==> config.mk <==
export PLATFORM = sky130hd
export DESIGN_NAME = avr_gain
export DESIGN_NICKNAME = d
export VERILOG_FILES = /design/src/hdl/axis_vector_rotation_macros.svh /design/src/hdl/avr_pkg.sv /design/src/hdl/avr_gain.sv
export SDC_FILE = /design/constraint.sdc
export NUM_CORES = 2
export LEC_CHECK = 0
export ABC_AREA = 1
export BUFFER_PORTS_ARGS = -buffer_cell sky130_fd_sc_hd__buf_2
export CORE_MARGIN = 3
export CORE_UTILIZATION = 65
export CTS_CLUSTER_DIAMETER = 40
export DETAILED_ROUTE_END_ITERATION = 6
export GPL_ROUTABILITY_DRIVEN = 1
export HOLD_SLACK_MARGIN = 0.03
export PLACE_DENSITY = 0.92
export SETUP_SLACK_MARGIN = 0.1
export SYNTH_ARGS = -nofsm -noshare
export SYNTH_HDL_FRONTEND = slang
export SYNTH_SLANG_ARGS = --single-unit
==> constraint.sdc <==
create_clock -name clk -period 12.71 [get_ports clk]
set_clock_uncertainty 0.15 [all_clocks]
set_input_delay 1.271 -clock clk [delete_from_list [all_inputs] [get_ports clk]]
set_output_delay 1.271 -clock clk [all_outputs]
set_load 0.1 [all_outputs]
==> src/hdl/axis_vector_rotation_macros.svh <==
// assertion macros shared by the vector rotation block
`ifndef AXIS_VECTOR_ROTATION_MACROS_SVH
`define AXIS_VECTOR_ROTATION_MACROS_SVH

// same-cycle implication, checked on every rising edge outside reset
`define AVR_ASSERT_NOW(label, ante, cons, msg) \
  label: assert property (@(posedge clk) disable iff (!rst_n) (ante) |-> (cons)) \
    else $error(msg);

// next-cycle implication, checked on every rising edge outside reset
`define AVR_ASSERT_NEXT(label, ante, cons, msg) \
  label: assert property (@(posedge clk) disable iff (!rst_n) (ante) |=> (cons)) \
    else $error(msg);

`endif

==> src/hdl/avr_pkg.sv <==
// shared types, constants and the arctangent table for the vector rotation block
package avr_pkg;

  localparam int AVR_COORD_WIDTH   = 32;
  localparam int AVR_ANGLE_WIDTH   = 16;
  localparam int AVR_CORDIC_STAGES = 16;
  localparam int AVR_GUARD_BITS    = 12;
  localparam int AVR_Z_WIDTH       = 32;

  // inverse cordic gain, 0.60725293500888 in q0.32
  localparam logic [31:0] AVR_KINV_Q32 = 32'd2608131496;

  typedef enum logic [1:0] {
    AXIS_X    = 2'd0,
    AXIS_Y    = 2'd1,
    AXIS_Z    = 2'd2,
    AXIS_NONE = 2'd3
  } avr_axis_t;

  typedef enum logic [1:0] {
    QUAD_0 = 2'd0,
    QUAD_1 = 2'd1,
    QUAD_2 = 2'd2,
    QUAD_3 = 2'd3
  } avr_quad_t;

  typedef struct packed {
    logic      vld;
    avr_axis_t mode;
  } avr_ctl_t;

  // atan(2^-i) in units of 2^-32 turn
  function automatic logic [31:0] avr_atan_turn(input int unsigned idx);
    logic [31:0] val;
    case (idx)
      0:       val = 32'd536870912;
      1:       val = 32'd316933406;
      2:       val = 32'd167458907;
      3:       val = 32'd85004756;
      4:       val = 32'd42667331;
      5:       val = 32'd21354465;
      6:       val = 32'd10679838;
      7:       val = 32'd5340245;
      8:       val = 32'd2670163;
      9:       val = 32'd1335087;
      10:      val = 32'd667544;
      11:      val = 32'd333772;
      12:      val = 32'd166886;
      13:      val = 32'd83443;
      14:      val = 32'd41722;
      15:      val = 32'd20861;
      16:      val = 32'd10430;
      17:      val = 32'd5215;
      18:      val = 32'd2608;
      19:      val = 32'd1304;
      20:      val = 32'd652;
      21:      val = 32'd326;
      22:      val = 32'd163;
      23:      val = 32'd81;
      default: val = 32'd0;
    endcase
    return val;
  endfunction

endpackage

==> src/hdl/avr_gain.sv <==
// gain removal, guard rounding and saturation for the rotated pair
module avr_gain #(
  parameter int DATA_W  = avr_pkg::AVR_COORD_WIDTH + avr_pkg::AVR_GUARD_BITS + 3,
  parameter int COORD_W = avr_pkg::AVR_COORD_WIDTH
) (
  input  logic                      clk,
  input  logic                      rst_n,
  input  logic                      en,
  input  avr_pkg::avr_ctl_t         ctl_i,
  input  logic signed [DATA_W-1:0]  a_i,
  input  logic signed [DATA_W-1:0]  b_i,
  input  logic        [COORD_W-1:0] pass_i,
  output avr_pkg::avr_ctl_t         ctl_o,
  output logic        [COORD_W-1:0] ra_o,
  output logic        [COORD_W-1:0] rb_o,
  output logic        [COORD_W-1:0] pass_o
);

  localparam int GUARD = avr_pkg::AVR_GUARD_BITS;
  localparam int MAG_W = DATA_W - 1;
  localparam int HI_W  = (MAG_W > 32) ? MAG_W - 32 : 1;
  localparam int PH_W  = HI_W + 32;
  localparam int QW    = DATA_W + 1 - GUARD;

  localparam logic signed [QW-1:0] SAT_HI = QW'((64'sd1 <<< (COORD_W - 1)) - 64'sd1);
  localparam logic signed [QW-1:0] SAT_LO = -SAT_HI - QW'(1);
  localparam logic [DATA_W:0]      HALF_G = (DATA_W + 1)'(1) << (GUARD - 1);
  localparam logic [64:0]          HALF_Q = 65'h0_8000_0000;

  // stage 0: sign and magnitude
  avr_pkg::avr_ctl_t        ctl0_r, ctl1_r, ctl2_r;
  logic        [COORD_W-1:0] pass0_r, pass1_r, pass2_r;
  logic                     neg0_r [2];
  logic        [PH_W-1:0]   mag0_r [2];
  logic                     neg1_r [2];
  logic        [PH_W-1:0]   ph1_r  [2];
  logic        [63:0]       pl1_r  [2];
  logic signed [DATA_W-1:0] v2_r   [2];

  logic signed [DATA_W-1:0] lane_in  [2];
  logic        [PH_W-1:0]   mag_nxt  [2];
  logic        [PH_W-1:0]   ph_nxt   [2];
  logic        [63:0]       pl_nxt   [2];
  logic signed [DATA_W-1:0] v_nxt    [2];
  logic        [COORD_W-1:0] res     [2];

  assign lane_in[0] = a_i;
  assign lane_in[1] = b_i;

  always_comb begin
    for (int k = 0; k < 2; k++) begin
      logic signed [DATA_W-1:0] absv;
      absv       = lane_in[k][DATA_W-1] ? -lane_in[k] : lane_in[k];
      mag_nxt[k] = PH_W'(absv[MAG_W-1:0]);
    end
  end

  // stage 1: q0.32 gain product, split in a low and a high partial product
  always_comb begin
    for (int k = 0; k < 2; k++) begin
      if (ctl0_r.mode == avr_pkg::AXIS_NONE) begin
        // unity path: the magnitude passes unscaled
        ph_nxt[k] = mag0_r[k];
        pl_nxt[k] = '0;
      end else begin
        ph_nxt[k] = PH_W'(mag0_r[k][PH_W-1:32]) * PH_W'(avr_pkg::AVR_KINV_Q32);
        pl_nxt[k] = 64'(mag0_r[k][31:0]) * 64'(avr_pkg::AVR_KINV_Q32);
      end
    end
  end

  // stage 2: merge partials with half-up rounding, restore sign
  always_comb begin
    for (int k = 0; k < 2; k++) begin
      logic [64:0]              rnd;
      logic [PH_W-1:0]          p;
      logic signed [DATA_W-1:0] pv;
      rnd      = {1'b0, pl1_r[k]} + HALF_Q;
      p        = ph1_r[k] + PH_W'(rnd[64:32]);
      pv       = DATA_W'(p);
      v_nxt[k] = neg1_r[k] ? -pv : pv;
    end
  end

  // drop guard bits with half-up rounding, then clamp
  always_comb begin
    for (int k = 0; k < 2; k++) begin
      logic signed [DATA_W:0] sum;
      logic signed [QW-1:0]   q;
      sum = {v2_r[k][DATA_W-1], v2_r[k]} + $signed(HALF_G);
      q   = sum[DATA_W:GUARD];
      if (q > SAT_HI) begin
        res[k] = SAT_HI[COORD_W-1:0];
      end else if (q < SAT_LO) begin
        res[k] = SAT_LO[COORD_W-1:0];
      end else begin
        res[k] = q[COORD_W-1:0];
      end
    end
  end

  always_ff @(posedge clk) begin
    if (!rst_n) begin
      ctl0_r <= '0;
      ctl1_r <= '0;
      ctl2_r <= '0;
    end else if (en) begin
      ctl0_r <= ctl_i;
      ctl1_r <= ctl0_r;
      ctl2_r <= ctl1_r;
    end
  end

  always_ff @(posedge clk) begin
    if (en) begin
      pass0_r <= pass_i;
      pass1_r <= pass0_r;
      pass2_r <= pass1_r;
      for (int k = 0; k < 2; k++) begin
        neg0_r[k] <= lane_in[k][DATA_W-1];
        mag0_r[k] <= mag_nxt[k];
        neg1_r[k] <= neg0_r[k];
        ph1_r[k]  <= ph_nxt[k];
        pl1_r[k]  <= pl_nxt[k];
        v2_r[k]   <= v_nxt[k];
      end
    end
  end

  assign ctl_o  = ctl2_r;
  assign pass_o = pass2_r;
  assign ra_o   = res[0];
  assign rb_o   = res[1];

endmodule

After elaboration in Yosys (flattened, before gate mapping)
Memory sizes are Yosys's and may differ from the RTL's.
Index checks and enable logic that the tools add are counted.
{ "totals": {"elab_cells": 48, "register_bits": 105, "out_inout_bits": 99, "memories": 6, "input_bits": 132, "mem_bits_rw": 410} }
{ "op_classes": {"addsub": 10, "n_mul": 4, "n_lt_le_gt_ge": 4, "n_mux": 14, "eq_ne": 1} }
{ "mem_list": {"columns": ["memory", "depth", "word_bits", "rd", "rd_clocked_by_memory_dff", "wr", "line_no", "text"], "rows": [
  ["pl1_r", 2, 64, 2, 0, 2, "avr_gain.sv:37", "logic [63:0] pl1_r [2];"],
  ["v2_r", 2, 47, 2, 0, 2, "avr_gain.sv:38", "logic signed [DATA_W-1:0] v2_r [2];"],
  ["mag0_r", 2, 46, 2, 0, 2, "avr_gain.sv:34", "logic [PH_W-1:0] mag0_r [2];"],
  ["ph1_r", 2, 46, 2, 0, 2, "avr_gain.sv:36", "logic [PH_W-1:0] ph1_r [2];"],
  ["neg0_r", 2, 1, 2, 0, 2, "avr_gain.sv:33", "logic neg0_r [2];"],
  ["neg1_r", 2, 1, 2, 0, 2, "avr_gain.sv:35", "logic neg1_r [2];"]
]} }
{ "ops": {"columns": ["op", "n"], "rows": [
  ["$mux 46", 4],
  ["$add 64x32->65 const B", 2],
  ["$mux 32", 4],
  ["$mux 64", 2],
  ["$mul 32x29->61 const B", 2],
  ["$add 47x13->48 const B", 2],
  ["$mux 47", 2],
  ["$neg 46->47", 2],
  ["$add 46x33->46", 2],
  ["$neg 46->46", 2],
  ["$mul 14x29->43 const B", 2],
  ["$gt 36x32->1 const B", 2],
  ["$lt 36x32->1 const B", 2],
  ["$eq 2x2->1 const B", 1],
  ["$mux 1", 2]
]} }

Longest topological paths before layout
An unclocked memory read counts as a cell.
{ "logic_depth": {"depth_word": 5, "ltp_mapped": 34, "ltp_nobuf": 34} }

Worst setup path before layout
No wires, ideal clock.
{ "synth_timing": {"path_kind": "register to register", "start": "mem mag0_r[0][8] (netlist bit)", "end": "mem pl1_r[0][53], data pin", "arrival_time_ns": 6.346, "slack_ns": 5.961, "path_buffers": 0, "stages_incl_launch_ff": 28, "synth_period_minus_slack_ns": 6.749, "cell_sequence": "edfxtp_1 inv_1 fa_1 fa_1 inv_1 fa_1 inv_1 fa_1 inv_1 fa_1 fa_1 fa_1 inv_1 fa_1 inv_1 ha_1 nand2_1 nor2_1 inv_1 nor4_1 nand3_1 nand3_1 a21o_1 nand2_1 nand2_1 nand2_1 nand2_1 nor2_1"} }
{ "synth_rtl": {"columns": ["item", "line_no"], "rows": [
  ["from (decl)", "avr_gain.sv:34"],
  ["to (decl)", "avr_gain.sv:37"]
]} }

==> flow_metrics.env <==
export IMPL_result_of_the_run="finished clean"
export IMPL_cts_clk_slew_worst_paths_ns=0.06
export IMPL_clock_tree_from_tritoncts="done"
export IMPL_post_cts_setup_buffers=0
export IMPL_syn_avg_cell_area_um2=8.37
export IMPL_yosys_warnings=0
export IMPL_antenna_violating_nets_post_route=0
export IMPL_synth_main_ff_cell="sky130_fd_sc_hd__edfxtp_1"
export IMPL_clkLatencyLatePin_ns=0.68
export IMPL_setup_slack_ns=4.55
export IMPL_synth_enable_flop_cells=422
export IMPL_fin_setup_tns_ns=0
export IMPL_drtPass1Iterations=7
export IMPL_setup_worst_path_end_class="register"
export IMPL_cts_hold_buffers=0
export IMPL_critical_path_slowest_cell="sky130_fd_sc_hd__edfxtp_1"
export IMPL_cts_max_level=3
export IMPL_leading_cell_type_in_the_layout_fill_and_taps_excluded="sky130_fd_sc_hd__inv_1"
export IMPL_hold_path_class="reg2reg"
export IMPL_grt_usage_pct=40.2
export IMPL_die_area_um2=130000
export IMPL_drv_cap=0
export IMPL_path_max_fanout=7
export IMPL_drt_wirelength_per_cell_um=21.9
export IMPL_worstPathBufferInverterCount=8
export IMPL_globalRouteOverflowTotal=0
export IMPL_synth_fp_nets=12193
export IMPL_mappedNetlistArea_um2=81900
export IMPL_synth_seq_cells=431
export IMPL_initial_antenna_violation_count=9
export IMPL_slew_headroom_pct=28.2
export IMPL_final_layout_size_suffix_gt1_share_pct=5.36
export IMPL_drc=0
export IMPL_crit_path_start="mag0_r[0][57]"
export IMPL_rsz_0062_raised_after_global_routing="no"
export IMPL_chipWidth_um=361
export IMPL_setup_viol=0
export IMPL_n_fill_cell=9753
export IMPL_slew_viol_final=0
export IMPL_grt_pass1_vias=71710
export IMPL_grt_max_degree=149
export IMPL_clock_fmax_mhz=123
export IMPL_place_gp_congestion=1.03
export IMPL_detailed_placement_wirelength_estimate_mm=221
export IMPL_criticalPathCategory="reg2reg"
export IMPL_ff2ff_path_depth=25
export IMPL_flow_area_growth_from_synthesis_pct=7.05
export IMPL_endpoint_required_time_on_the_critical_path_ns=13.07
export IMPL_core_region_area_um2=124000
export IMPL_via_per_inst=5.77
export IMPL_routed_via_count=67857
export IMPL_netlist_instances=9785
export IMPL_die_y_um=361
export IMPL_initial_core_util_pct=65.8
export IMPL_grt_first_pass_wirelength_mm=400
export IMPL_cts_sink_count=431
export IMPL_worst_max_slew_pin_slew_ns=1.07
export IMPL_critical_path_top_delay_family="adder cells"
export IMPL_crit_arrival_ns=8.52
export IMPL_ctsResizeCount=0
export IMPL_crit_end="pl1_r[0][110]"
export IMPL_drt_first_iter_violations=5944
export IMPL_design_final_nets=12471
export IMPL_row_count=129
export IMPL_slowest_delay_ns=0.82
export IMPL_mostFrequentLayoutCells="2634 x sky130_fd_sc_hd__inv_1, 1648 x sky130_fd_sc_hd__nand2_1, 1218 x sky130_fd_sc_hd__fa_1"
export IMPL_port_buffers=230
export IMPL_number_of_distinct_library_cell_variants_in_the_gate_level_netlist_after_synthesis=63
export IMPL_worstSetupPathDepth=25
export IMPL_rr_startpoint="mag0_r[0][57]"
export IMPL_final_min_clock_period_ns=8.16
export IMPL_post_place_ws_ns=4.73
export IMPL_cts_buffers=76
export IMPL_synth_yosys_seq_area_share_pct=15.7
export IMPL_design_portCount=231
export IMPL_timing_rr_end="pl1_r[0][110]"
export IMPL_reg_to_reg_slack_setup_ns=4.55
export IMPL_synth_async_sr_flop_share_pct=0
export IMPL_clock_tree_root_cell="sky130_fd_sc_hd__clkbuf_16"
export IMPL_detail_route_wirelength_mm=258
export IMPL_cts_root_to_sink_buffers=3
export IMPL_startpoint_type_of_the_worst_setup_path="register"
export IMPL_finalCritPeriodShare_pct=64.2
export IMPL_timing_final_hold_violations=0
## cell usage after synthesis, types with 51 or more instances
master | number | area [µm²]
sky130_fd_sc_hd__nor2_1 | 726 | 2730
sky130_fd_sc_hd__a21oi_1 | 377 | 1890
sky130_fd_sc_hd__fa_1 | 1218 | 24400
sky130_fd_sc_hd__ha_1 | 1058 | 13200
sky130_fd_sc_hd__edfxtp_1 | 422 | 12700
sky130_fd_sc_hd__nor3_1 | 106 | 531
sky130_fd_sc_hd__o21ai_0 | 331 | 1660
sky130_fd_sc_hd__xor2_1 | 204 | 1790
sky130_fd_sc_hd__nor4_1 | 51 | 319
sky130_fd_sc_hd__nand2_1 | 1649 | 6190
sky130_fd_sc_hd__nand3_1 | 303 | 1520
sky130_fd_sc_hd__o21ai_1 | 56 | 280
sky130_fd_sc_hd__nand4_1 | 103 | 644
sky130_fd_sc_hd__xnor2_1 | 83 | 727
sky130_fd_sc_hd__a31oi_1 | 51 | 319
sky130_fd_sc_hd__inv_1 | 2635 | 9890
## cell families (layout without fill, tap and decap cells)
group,after synthesis,in the layout,share of synthesized area [%]
xor gates and xnor gates,288,288,3.10
other,0,6,0
adders and majority gates,2276,2276,45.9
DFF,431,431,15.7
buffers and inverters,2696,3036,12.4
and+or+nand+nor,3116,3116,16.2
AOI/OAI and AO/OA,978,978,6.64
## cell type report
cell class	count	area, µm²	share of cell area, %
flip-flops and latches	431	12900	14.7
well taps	1637	2050	2.34
clock buffers	79	1930	2.21
repair buffers	255	1360	1.55
inverters	2641	9910	11.3
clock inverters	61	664	0.758
diodes	6	15.0	0.0171
multi-input cells	6658	58900	67.2
## worst min-delay path by stage
stage / from / to / slack, ns / depth (start not counted)
3_3_place_gp: pass0_r[7] / pass1_r[7] / 0.25 / 0
3_5_place_dp: pass1_r[5] / pass_o[5] / 0.25 / 0
2_1_floorplan: neg0_r[0][0] / neg1_r[0][0] / 0.25 / 0
6_report: pass1_r[3] / pass_o[3] / 0.26 / 0
5_1_grt: pass0_r[3] / pass1_r[3] / 0.27 / 0
4_1_cts: pass1_r[9] / pass_o[9] / 0.27 / 0
## metrics by stage
step	cell area, µm²	instances	util, %	hold WS [ns]
4_1_cts	87600	11762	70.4	0.265
3_5_place_dp	85000	11622	68.3	0.255
3_3_place_gp	85000	11622	68.3	0.250
2_1_floorplan	81900	9785	-	0.250
5_1_grt	87600	11763	70.4	0.268
6_report	87700	11768	70.4	0.264
## flip-flops by register name (all words and copies together), names as in the netlist, 3 cells and up
register and count:
ctl0_r 3, ctl1_r 3, ctl_o 3, mag0_r 92, pass0_r 32, pass1_r 32
pass_o 32, ph1_r 92, pl1_r 66, v2_r 72
## routing by layer
layer / GRT usage (%) / part of all wire (%) / up-vias
met2: 67.1 / 47 / 3454
met5: 0 / 0.023 / -
met1: 48.4 / 37 / 32538
li1: - / - / 30874
met4: 23.8 / 7.4 / 8
met3: 8.39 / 9.0 / 983
Power is left out: the tool's default activity adds up to more than one toggle a clock period on the data nets, which glitch-free logic cannot reach.
