===== config.mk =====
export PLATFORM = sky130hd
export DESIGN_NAME = avr_cordic_stage
export DESIGN_NICKNAME = d
export VERILOG_FILES = /design/src/hdl/axis_vector_rotation_macros.svh /design/src/hdl/avr_pkg.sv /design/src/hdl/avr_cordic_stage.sv
export SDC_FILE = /design/constraint.sdc
export NUM_CORES = 1
export LEC_CHECK = 0
export BUFFER_PORTS_ARGS = -buffer_cell sky130_fd_sc_hd__buf_2
export CORE_MARGIN = 3
export CORE_UTILIZATION = 45
export DETAILED_ROUTE_END_ITERATION = 10
export GPL_TIMING_DRIVEN = 0
export PLACE_DENSITY = 0.65
export SLEW_MARGIN = 20
export SYNTH_ARGS = -nofsm -noshare
export SYNTH_HDL_FRONTEND = slang
export SYNTH_SLANG_ARGS = --single-unit

===== constraint.sdc =====
create_clock -name clk -period 4.4 [get_ports clk]
set_input_delay 0.22 -clock clk [delete_from_list [all_inputs] [get_ports clk]]
set_output_delay 0.22 -clock clk [all_outputs]
set_load 0.01 [all_outputs]

===== src/hdl/axis_vector_rotation_macros.svh =====
// assertion macros shared by the vector rotation block
`ifndef AXIS_VECTOR_ROTATION_MACROS_SVH
`define AXIS_VECTOR_ROTATION_MACROS_SVH

// same-cycle implication, checked on every rising edge outside reset
`define AVR_ASSERT_NOW(label, ante, cons, msg) \
  label: assert property (@(posedge clk) disable iff (!rst_n) (ante) |-> (cons)) \
    else $error(msg);

// next-cycle implication, checked on every rising edge outside reset
`define AVR_ASSERT_NEXT(label, ante, cons, msg) \
  label: assert property (@(posedge clk) disable iff (!rst_n) (ante) |=> (cons)) \
    else $error(msg);

`endif


===== src/hdl/avr_pkg.sv =====
// shared types, constants and the arctangent table for the vector rotation block
package avr_pkg;

  localparam int AVR_COORD_WIDTH   = 32;
  localparam int AVR_ANGLE_WIDTH   = 16;
  localparam int AVR_CORDIC_STAGES = 16;
  localparam int AVR_GUARD_BITS    = 12;
  localparam int AVR_Z_WIDTH       = 32;

  // inverse cordic gain, 0.60725293500888 in q0.32
  localparam logic [31:0] AVR_KINV_Q32 = 32'd2608131496;

  typedef enum logic [1:0] {
    AXIS_X    = 2'd0,
    AXIS_Y    = 2'd1,
    AXIS_Z    = 2'd2,
    AXIS_NONE = 2'd3
  } avr_axis_t;

  typedef enum logic [1:0] {
    QUAD_0 = 2'd0,
    QUAD_1 = 2'd1,
    QUAD_2 = 2'd2,
    QUAD_3 = 2'd3
  } avr_quad_t;

  typedef struct packed {
    logic      vld;
    avr_axis_t mode;
  } avr_ctl_t;

  // atan(2^-i) in units of 2^-32 turn
  function automatic logic [31:0] avr_atan_turn(input int unsigned idx);
    logic [31:0] val;
    case (idx)
      0:       val = 32'd536870912;
      1:       val = 32'd316933406;
      2:       val = 32'd167458907;
      3:       val = 32'd85004756;
      4:       val = 32'd42667331;
      5:       val = 32'd21354465;
      6:       val = 32'd10679838;
      7:       val = 32'd5340245;
      8:       val = 32'd2670163;
      9:       val = 32'd1335087;
      10:      val = 32'd667544;
      11:      val = 32'd333772;
      12:      val = 32'd166886;
      13:      val = 32'd83443;
      14:      val = 32'd41722;
      15:      val = 32'd20861;
      16:      val = 32'd10430;
      17:      val = 32'd5215;
      18:      val = 32'd2608;
      19:      val = 32'd1304;
      20:      val = 32'd652;
      21:      val = 32'd326;
      22:      val = 32'd163;
      23:      val = 32'd81;
      default: val = 32'd0;
    endcase
    return val;
  endfunction

endpackage


===== src/hdl/avr_cordic_stage.sv =====
// one registered cordic micro-rotation stage
module avr_cordic_stage #(
  parameter int DATA_W    = avr_pkg::AVR_COORD_WIDTH + avr_pkg::AVR_GUARD_BITS + 3,
  parameter int COORD_W   = avr_pkg::AVR_COORD_WIDTH,
  parameter int STAGE_IDX = 0
) (
  input  logic                                      clk,
  input  logic                                      rst_n,
  input  logic                                      en,
  input  avr_pkg::avr_ctl_t                         ctl_i,
  input  logic signed [DATA_W-1:0]                  a_i,
  input  logic signed [DATA_W-1:0]                  b_i,
  input  logic signed [avr_pkg::AVR_Z_WIDTH-1:0]    z_i,
  input  logic        [COORD_W-1:0]                 pass_i,
  output avr_pkg::avr_ctl_t                         ctl_o,
  output logic signed [DATA_W-1:0]                  a_o,
  output logic signed [DATA_W-1:0]                  b_o,
  output logic signed [avr_pkg::AVR_Z_WIDTH-1:0]    z_o,
  output logic        [COORD_W-1:0]                 pass_o
);

  localparam logic signed [avr_pkg::AVR_Z_WIDTH-1:0] ATAN_STEP =
    avr_pkg::AVR_Z_WIDTH'(avr_pkg::avr_atan_turn(STAGE_IDX));

  avr_pkg::avr_ctl_t                      ctl_r;
  logic signed [DATA_W-1:0]               a_r, a_nxt;
  logic signed [DATA_W-1:0]               b_r, b_nxt;
  logic signed [avr_pkg::AVR_Z_WIDTH-1:0] z_r, z_nxt;
  logic        [COORD_W-1:0]              pass_r;
  logic signed [DATA_W-1:0]               da, db;

  assign da = b_i >>> STAGE_IDX;
  assign db = a_i >>> STAGE_IDX;

  always_comb begin
    if (ctl_i.mode == avr_pkg::AXIS_NONE) begin
      // no-rotation items ride through untouched
      a_nxt = a_i;
      b_nxt = b_i;
      z_nxt = z_i;
    end else if (!z_i[avr_pkg::AVR_Z_WIDTH-1]) begin
      a_nxt = a_i - da;
      b_nxt = b_i + db;
      z_nxt = z_i - ATAN_STEP;
    end else begin
      a_nxt = a_i + da;
      b_nxt = b_i - db;
      z_nxt = z_i + ATAN_STEP;
    end
  end

  always_ff @(posedge clk) begin
    if (!rst_n) begin
      ctl_r <= '0;
    end else if (en) begin
      ctl_r <= ctl_i;
    end
  end

  always_ff @(posedge clk) begin
    if (en) begin
      a_r    <= a_nxt;
      b_r    <= b_nxt;
      z_r    <= z_nxt;
      pass_r <= pass_i;
    end
  end

  assign ctl_o  = ctl_r;
  assign a_o    = a_r;
  assign b_o    = b_r;
  assign z_o    = z_r;
  assign pass_o = pass_r;

endmodule


## After elaboration in Yosys (flattened, before gate mapping)

Index checks and enable logic that the tools add are counted.
Widths: inputs -> output; s select.

- Flip-flop bits (word level): 161
- Latch bits: 0
- Bits in writable memories: 0
- Bits in read-only memories: 0
- Output and inout port bits: 161
- Logic and storage cells: 18
- Memories: 0

- Add/sub/neg operators: 5
- Multipliers: 0
- Divide/modulo/power cells: 0
- Magnitude comparators: 0
- Equal/unequal tests: 1
- Shifts and indexed selects: 0
- Mux-type cells: 6
- Bitwise logic cells: 0
- Reductions and logical operators: 0

Operators by type and width:

| operator | number |
|---|---|
| $mux 47 | 4 |
| $sub 47x47->47 | 2 |
| $mux 32 | 2 |
| $add 47x47->47 | 1 |
| $add 32x31->32 const B | 1 |
| $sub 32x31->32 const B | 1 |
| $eq 2x2->1 const B | 1 |

## Depth between registers and ports, before layout

- Depth after elaboration: 3
- Depth in mapped cells: 14
- Mapped depth without buffers: 13

## Worst setup path after synthesis

OpenSTA, ideal clock, no wires.

- Kind: input to register
- From: input a_i[0]
- To: register a_r[38] (netlist: a_o[38]) (data pin)
- Arrival: 2853 ps
- Setup slack: 1277 ps
- Cell stages on the path: 13
- Path buffers: 0
- Cell sequence: inv_1 > ha_1 > fa_1 > and2b_1 > o2111ai_1 > a2111oi_0 > o31ai_2 > a2111oi_2 > o21bai_1 > a21oi_1 > o21ai_1 > xnor2_1 > a21oi_1

- Cells in the longest elaborated chain, start to end: 3
- Elaborated cells between the ends (all ways): 4
- Those cells by class: add/sub: 2; mux: 2

RTL lines:

| element | RTL line | text |
|---|---|---|
| start, declared | avr_cordic_stage.sv:11 | `input logic signed [DATA_W-1:0] a_i,` |
| $sub 47x47->47 or $add 47x47->47 (tied branches) | avr_cordic_stage.sv:42, avr_cordic_stage.sv:46 |  |
| $mux 47 * | avr_cordic_stage.sv:41 | `end else if (!z_i[avr_pkg::AVR_Z_WIDTH-1]) begin` |
| $mux 47 * | avr_cordic_stage.sv:36 | `if (ctl_i.mode == avr_pkg::AXIS_NONE) begin` |
| net a_nxt[38] | avr_cordic_stage.sv:26 | `logic signed [DATA_W-1:0] a_r, a_nxt;` |
| end signal, assigned | avr_cordic_stage.sv:62 | `a_r <= a_nxt;` |
| end, declared | avr_cordic_stage.sv:26 |  |

The timed path passes the listed nets; every way through them passes the cells marked *.
A chain may end at the register's enable or synchronous reset.

## Final worst setup path

- From: input a_i[9]
- To: register b_r[46] (netlist: b_o[46]) (data pin)

- Cells in the longest elaborated chain, start to end: 3
- Elaborated cells between the ends (all ways): 4
- Those cells by class: add/sub: 2; mux: 2

RTL lines:

| element | RTL line | text |
|---|---|---|
| $add 47x47->47 or $sub 47x47->47 (tied branches) | avr_cordic_stage.sv:43, avr_cordic_stage.sv:47 |  |
| $mux 47 * | avr_cordic_stage.sv:41 |  |
| $mux 47 * | avr_cordic_stage.sv:36 |  |
| net b_nxt[46] | avr_cordic_stage.sv:27 | `logic signed [DATA_W-1:0] b_r, b_nxt;` |
| end signal, assigned | avr_cordic_stage.sv:63 | `b_r <= b_nxt;` |
| end, declared | avr_cordic_stage.sv:27 |  |

Marked as above.

==> impl.org <==
** Layout
- Fillers :: approximately 3000
- Fraction of final layout cells sized beyond drive strength 1 :: 18.4%
- The final layout contains 2499 nets.
- In the final layout, the multi-input gates occupy between 9000 and 10000 um2.
- The area growth from synthesis to layout is 22.9%.
- Sequential cell area :: a little under 5000 um2
- The finished cells cover between 15000 and 20000 um2.

** CTS
- CTS tree :: built
- Post-CTS timing repair inserted 0 buffers for setup.
- CTS Buffer Depth :: 2
- Buffers inserted during clock tree synthesis total 17.
- At the later pin of the worst-skew pair, clock insertion delay measures around 0.46 ns.
- Clock tree synthesis selected as its root buffer the cell sky130_fd_sc_hd__clkbuf_16.
- Number of gates resized after CTS :: 0
- CTS saw approximately 160 sinks.
- Post-CTS clock slew at the launch and capture registers of the worst setup and hold paths :: 0.07 ns
- The clock tree synthesis step divided the H-tree into 4 levels.
- Number of buffers inserted by hold repair at cts :: 61

** Yosys
- In the synthesized netlist the dominant register cell turns out to be sky130_fd_sc_hd__edfxtp_1.
- Proportion of synthesized flip-flops having asynchronous set or reset :: 0%
- Number of unique standard cell types used by synthesis :: between 80 and 90
- Sequential cells were found to cover ~32% of the synthesized design area.
- After synthesis, the cell types taking the most area are sky130_fd_sc_hd__edfxtp_1 (32%), sky130_fd_sc_hd__ha_1 (13%), sky130_fd_sc_hd__a21oi_1 (8.0%).
- Cell taking the most area after synthesis :: sky130_fd_sc_hd__edfxtp_1
- Summed over its instances, the top area cell type makes up roughly a third of the synthesized netlist area.
- In the synthesized netlist, the number of instances is around 1800.
- Synthesis inferred approximately 160 register bits.
- Dividing the synthesized area by the synthesized cell count gives between 8 and 9 um2.
- For this run, the number of Yosys warnings is 0.
- Count of flip-flops with a built-in enable after synthesis :: between 150 and 200
- In this run the cell area of the synthesized design comes to 14900 um2.
- The number of nets in the synthesized netlist is approximately 2100.

** Floorplanning
- Area enclosed by the die boundary :: between 30000 and 40000 um2
- The die is 188 um tall.
- Std-Cell Rows :: 65
- Area of the core :: about 32000 um2
- Starting Density :: a little under half
- 325 I/O pins were placed.
- Die Span X :: approximately 190 um

** Worst setup path
- FF-to-FF setup slack :: between 3 and 4 ns
- CP Max Fanout :: 10
- STA puts the critical path data required time at ~4.6 ns.
- Reg-to-reg critical path startpoint :: ctl_o[0]
- Critical Path Source :: a_i[9]
- STA classifies the critical path startpoint as an input pin.
- The worst register-to-register path has a depth of 2.
- Critical path arrival :: between 4 and 5 ns
- Crit Reg-Reg Endpoint :: ctl_o[0]
- STA classifies the critical path endpoint as a flip-flop.
- Worst Setup Path Type :: in -> reg

** Drt
- In this run the remaining antenna-violating nets after routing total 0.
- Mean number of vias per cell :: 5.99
- After detailed routing, the total wire length is roughly 65 mm.
- Via count :: about 16000
- Number of DRC markers after the initial detailed-route iteration :: approximately 1900
- First-pass DRT Iterations :: 6
- For this run, design rule violations remaining after detail routing come to 0.
- Dividing the detail-routed wire length by the instance count gives around 25 um.

** Global routing
- Number of global-route vias before repair :: ~16000
- Antenna violations before repair :: 4
- First-pass GRT wire length :: 96.0 mm
- Aggregate global routing overflow :: 0
- Largest net degree at the start of global routing :: approximately 100
- Total routing usage reported by global routing :: 35.7%

** Placed design
- Port buffering added between 300 and 400 buffers.
- Detail Placement HPWL :: 50.0 mm
- Routability-driven placement finished with a final weighted congestion of about 1.0.
- Placed Instance Area :: 17100 um2

** STA
- Final hold viol count :: 0
- Endpoints failing setup :: 0
- Max frequency :: ~0.23 GHz
- The count of final max-slew check failures came to 0.
- Period utilisation layout :: a little over nine tenths
- Setup repair after global routing left no endpoint under its margin.
- Worst slew margin relative to its limit :: between 10% and 20%
- For the pin with the worst max-slew slack, the measured transition is ~1.3 ns.
- Hold is met by between 0.002 and 0.003 ns.
- The clock arrives with 0 ns of skew.
- After layout, the minimum clock period comes to 4.27 ns.

** Pwr
- Sequential cells burn about a third of the power.
- In this run switching power makes up approximately two fifths of total power.
- For this design the total switching power over the nets is 2150 uW.
- Internal power :: about 3500 uW
- Sum of internal, switching and leakage power :: between 5000 and 6000 uW
- Leakage power summed over all cells :: about 0.008 uW
- Power density over the cells :: 309 nW/um2
- In this run, the combinational gates consume between 30% and 40% of the power.
- Worst IR Drop VDD :: just over 0.3 mV
- Clock power share :: 27.1%

** Job
- Max-cap violations in this run came to 0.

** Min path
- Number of cells on the worst hold path :: 2
- Start point of the worst hold path :: rst_n
- The path class of the tightest hold or removal check is in -> reg.
- Endpoint of the worst hold path :: ctl_o[2]

** Status
- The run finished with clean final reports.
## sequential cells by signal, indices dropped and copies added (netlist names)
signal  flops
a_o        47
pass_o     32
ctl_o       3
b_o        47
z_o        32
## how the worst max path moves through the flow
stage          slack [ns]  endpoint  depth (start not counted)
2_1_floorplan        1.28   a_o[38]                         13
3_3_place_gp         0.05   b_o[46]                         13
3_5_place_dp        -0.08   b_o[46]                         13
4_1_cts              0.40   b_o[46]                         13
5_1_grt              0.08   b_o[46]                         13
6_report             0.13   b_o[46]                         13
## worst max-delay path, cell delays in order
cell and delay, ns:
sky130_fd_sc_hd__buf_2 0.12, sky130_fd_sc_hd__inv_1 0.05, sky130_fd_sc_hd__ha_1 0.30, sky130_fd_sc_hd__buf_4 0.21
sky130_fd_sc_hd__a21oi_1 0.06, sky130_fd_sc_hd__a221oi_1 0.67, sky130_fd_sc_hd__a21oi_1 0.32, sky130_fd_sc_hd__a21oi_1 0.72
sky130_fd_sc_hd__a221oi_2 0.29, sky130_fd_sc_hd__a31oi_1 0.53, sky130_fd_sc_hd__o21ai_1 0.32, sky130_fd_sc_hd__and4bb_2 0.31
sky130_fd_sc_hd__nor4_1 0.37
## synthesized netlist by cell type (5+ instances only)
master and count:
sky130_fd_sc_hd__o21ai_1 7, sky130_fd_sc_hd__and3_1 7, sky130_fd_sc_hd__a2111oi_0 6, sky130_fd_sc_hd__a211o_1 8
sky130_fd_sc_hd__o31ai_1 13, sky130_fd_sc_hd__nand2_1 109, sky130_fd_sc_hd__o41ai_1 7, sky130_fd_sc_hd__o21ai_0 115
sky130_fd_sc_hd__xnor2_1 72, sky130_fd_sc_hd__nand3_1 38, sky130_fd_sc_hd__inv_1 147, sky130_fd_sc_hd__ha_1 153
sky130_fd_sc_hd__o21bai_1 40, sky130_fd_sc_hd__nand3b_1 5, sky130_fd_sc_hd__nor4_1 15, sky130_fd_sc_hd__a21boi_0 11
sky130_fd_sc_hd__buf_1 11, sky130_fd_sc_hd__clkinv_1 5, sky130_fd_sc_hd__mux2i_1 27, sky130_fd_sc_hd__o211ai_1 20
sky130_fd_sc_hd__a21oi_1 238, sky130_fd_sc_hd__o21a_1 12, sky130_fd_sc_hd__and2_1 8, sky130_fd_sc_hd__a21o_1 34
sky130_fd_sc_hd__a221o_1 6, sky130_fd_sc_hd__or3_1 7, sky130_fd_sc_hd__nor2_1 177, sky130_fd_sc_hd__nand4_1 26
sky130_fd_sc_hd__a31oi_1 18, sky130_fd_sc_hd__buf_2 14, sky130_fd_sc_hd__nor3_1 37, sky130_fd_sc_hd__nand2b_1 10
sky130_fd_sc_hd__o22ai_1 6, sky130_fd_sc_hd__a211oi_1 20, sky130_fd_sc_hd__nor2b_1 24, sky130_fd_sc_hd__o31a_1 7
sky130_fd_sc_hd__or2_2 8, sky130_fd_sc_hd__edfxtp_1 158, sky130_fd_sc_hd__clkbuf_1 66
## kinds of logic (layout without fill, tap and decap cells)
family                   Yosys count  count (layout)  share of synthesized area (%)
other                              0               1                              0
flip-flops                       161             161                           32.3
multiplexers                      28              28                           1.89
XOR/XNOR                          76              76                           4.48
AO/OA/AOI/OAI                    616             616                           26.0
buffers and inverters            249             667                           6.54
adder cells (fa/ha/maj)          157             157                           13.4
AND/OR/NAND/NOR                  486             486                           15.4
## layer usage
layer	GRT usage [%]	vias up	routed length, um
li1	-	7219	-
met1	45.3	7456	26300
met2	58.5	901	29900
met3	8.19	146	5840
met4	15.1	6	2700
met5	0	-	36
## cells in the final DEF (no fill, tap or decap), drive strengths merged, types with 7 or more instances in the layout
cell type    instances
a2111oi              7
a211o                8
a211oi              20
a21boi              11
a21o                34
a21oi              239
a31oi               18
and2                 8
and3                 7
buf                354
clkbuf              85
clkinv              10
dlygate4sd3         61
edfxtp             158
ha                 153
inv                154
mux2i               27
nand2              110
nand2b              10
nand3               38
nand4               26
nor2               177
nor2b               24
nor3                38
nor4                16
o211ai              20
o21a                12
o21ai              122
o21bai              41
o31a                 7
o31ai               17
o41ai                7
or2                  8
or3                  7
xnor2               72
## final cells by class
type                            instances  area share [%]
Antenna cell                            1          0.0137
Buffer                                 95            2.16
Clock inverter                         13           0.822
Tap cell                              435            2.98
Clock buffer                           19            2.37
Multi-Input combinational cell       1363            49.7
Timing Repair Buffer                  386            12.4
Inverter                              154            3.17
Sequential cell                       161            26.3
## power groups by stage
stage / clock network [uW] / logic [uW] / registers (uW)
after detailed placement: 0 / 2030 / 2000
after CTS: 1530 / 2090 / 1970
final: 1520 / 2140 / 1970
after floorplan: 0 / 1110 / 2110
after global placement: 0 / 2020 / 2000
after global routing: 1600 / 2300 / 1990
## stage by stage
stage | TNS [ns] | instances | utilization, % | setup WS, ns
after floorplan | 0 | 1773 | - | 1.28
after global placement | 0 | 2531 | 53.1 | 0.0488
after detailed placement | -0.0812 | 2532 | 53.2 | -0.0812
after CTS | 0 | 2625 | 57.0 | 0.395
after global routing | 0 | 2627 | 57.0 | 0.0790
final | 0 | 2627 | 57.0 | 0.133
(Power assumes the default switching activity.)
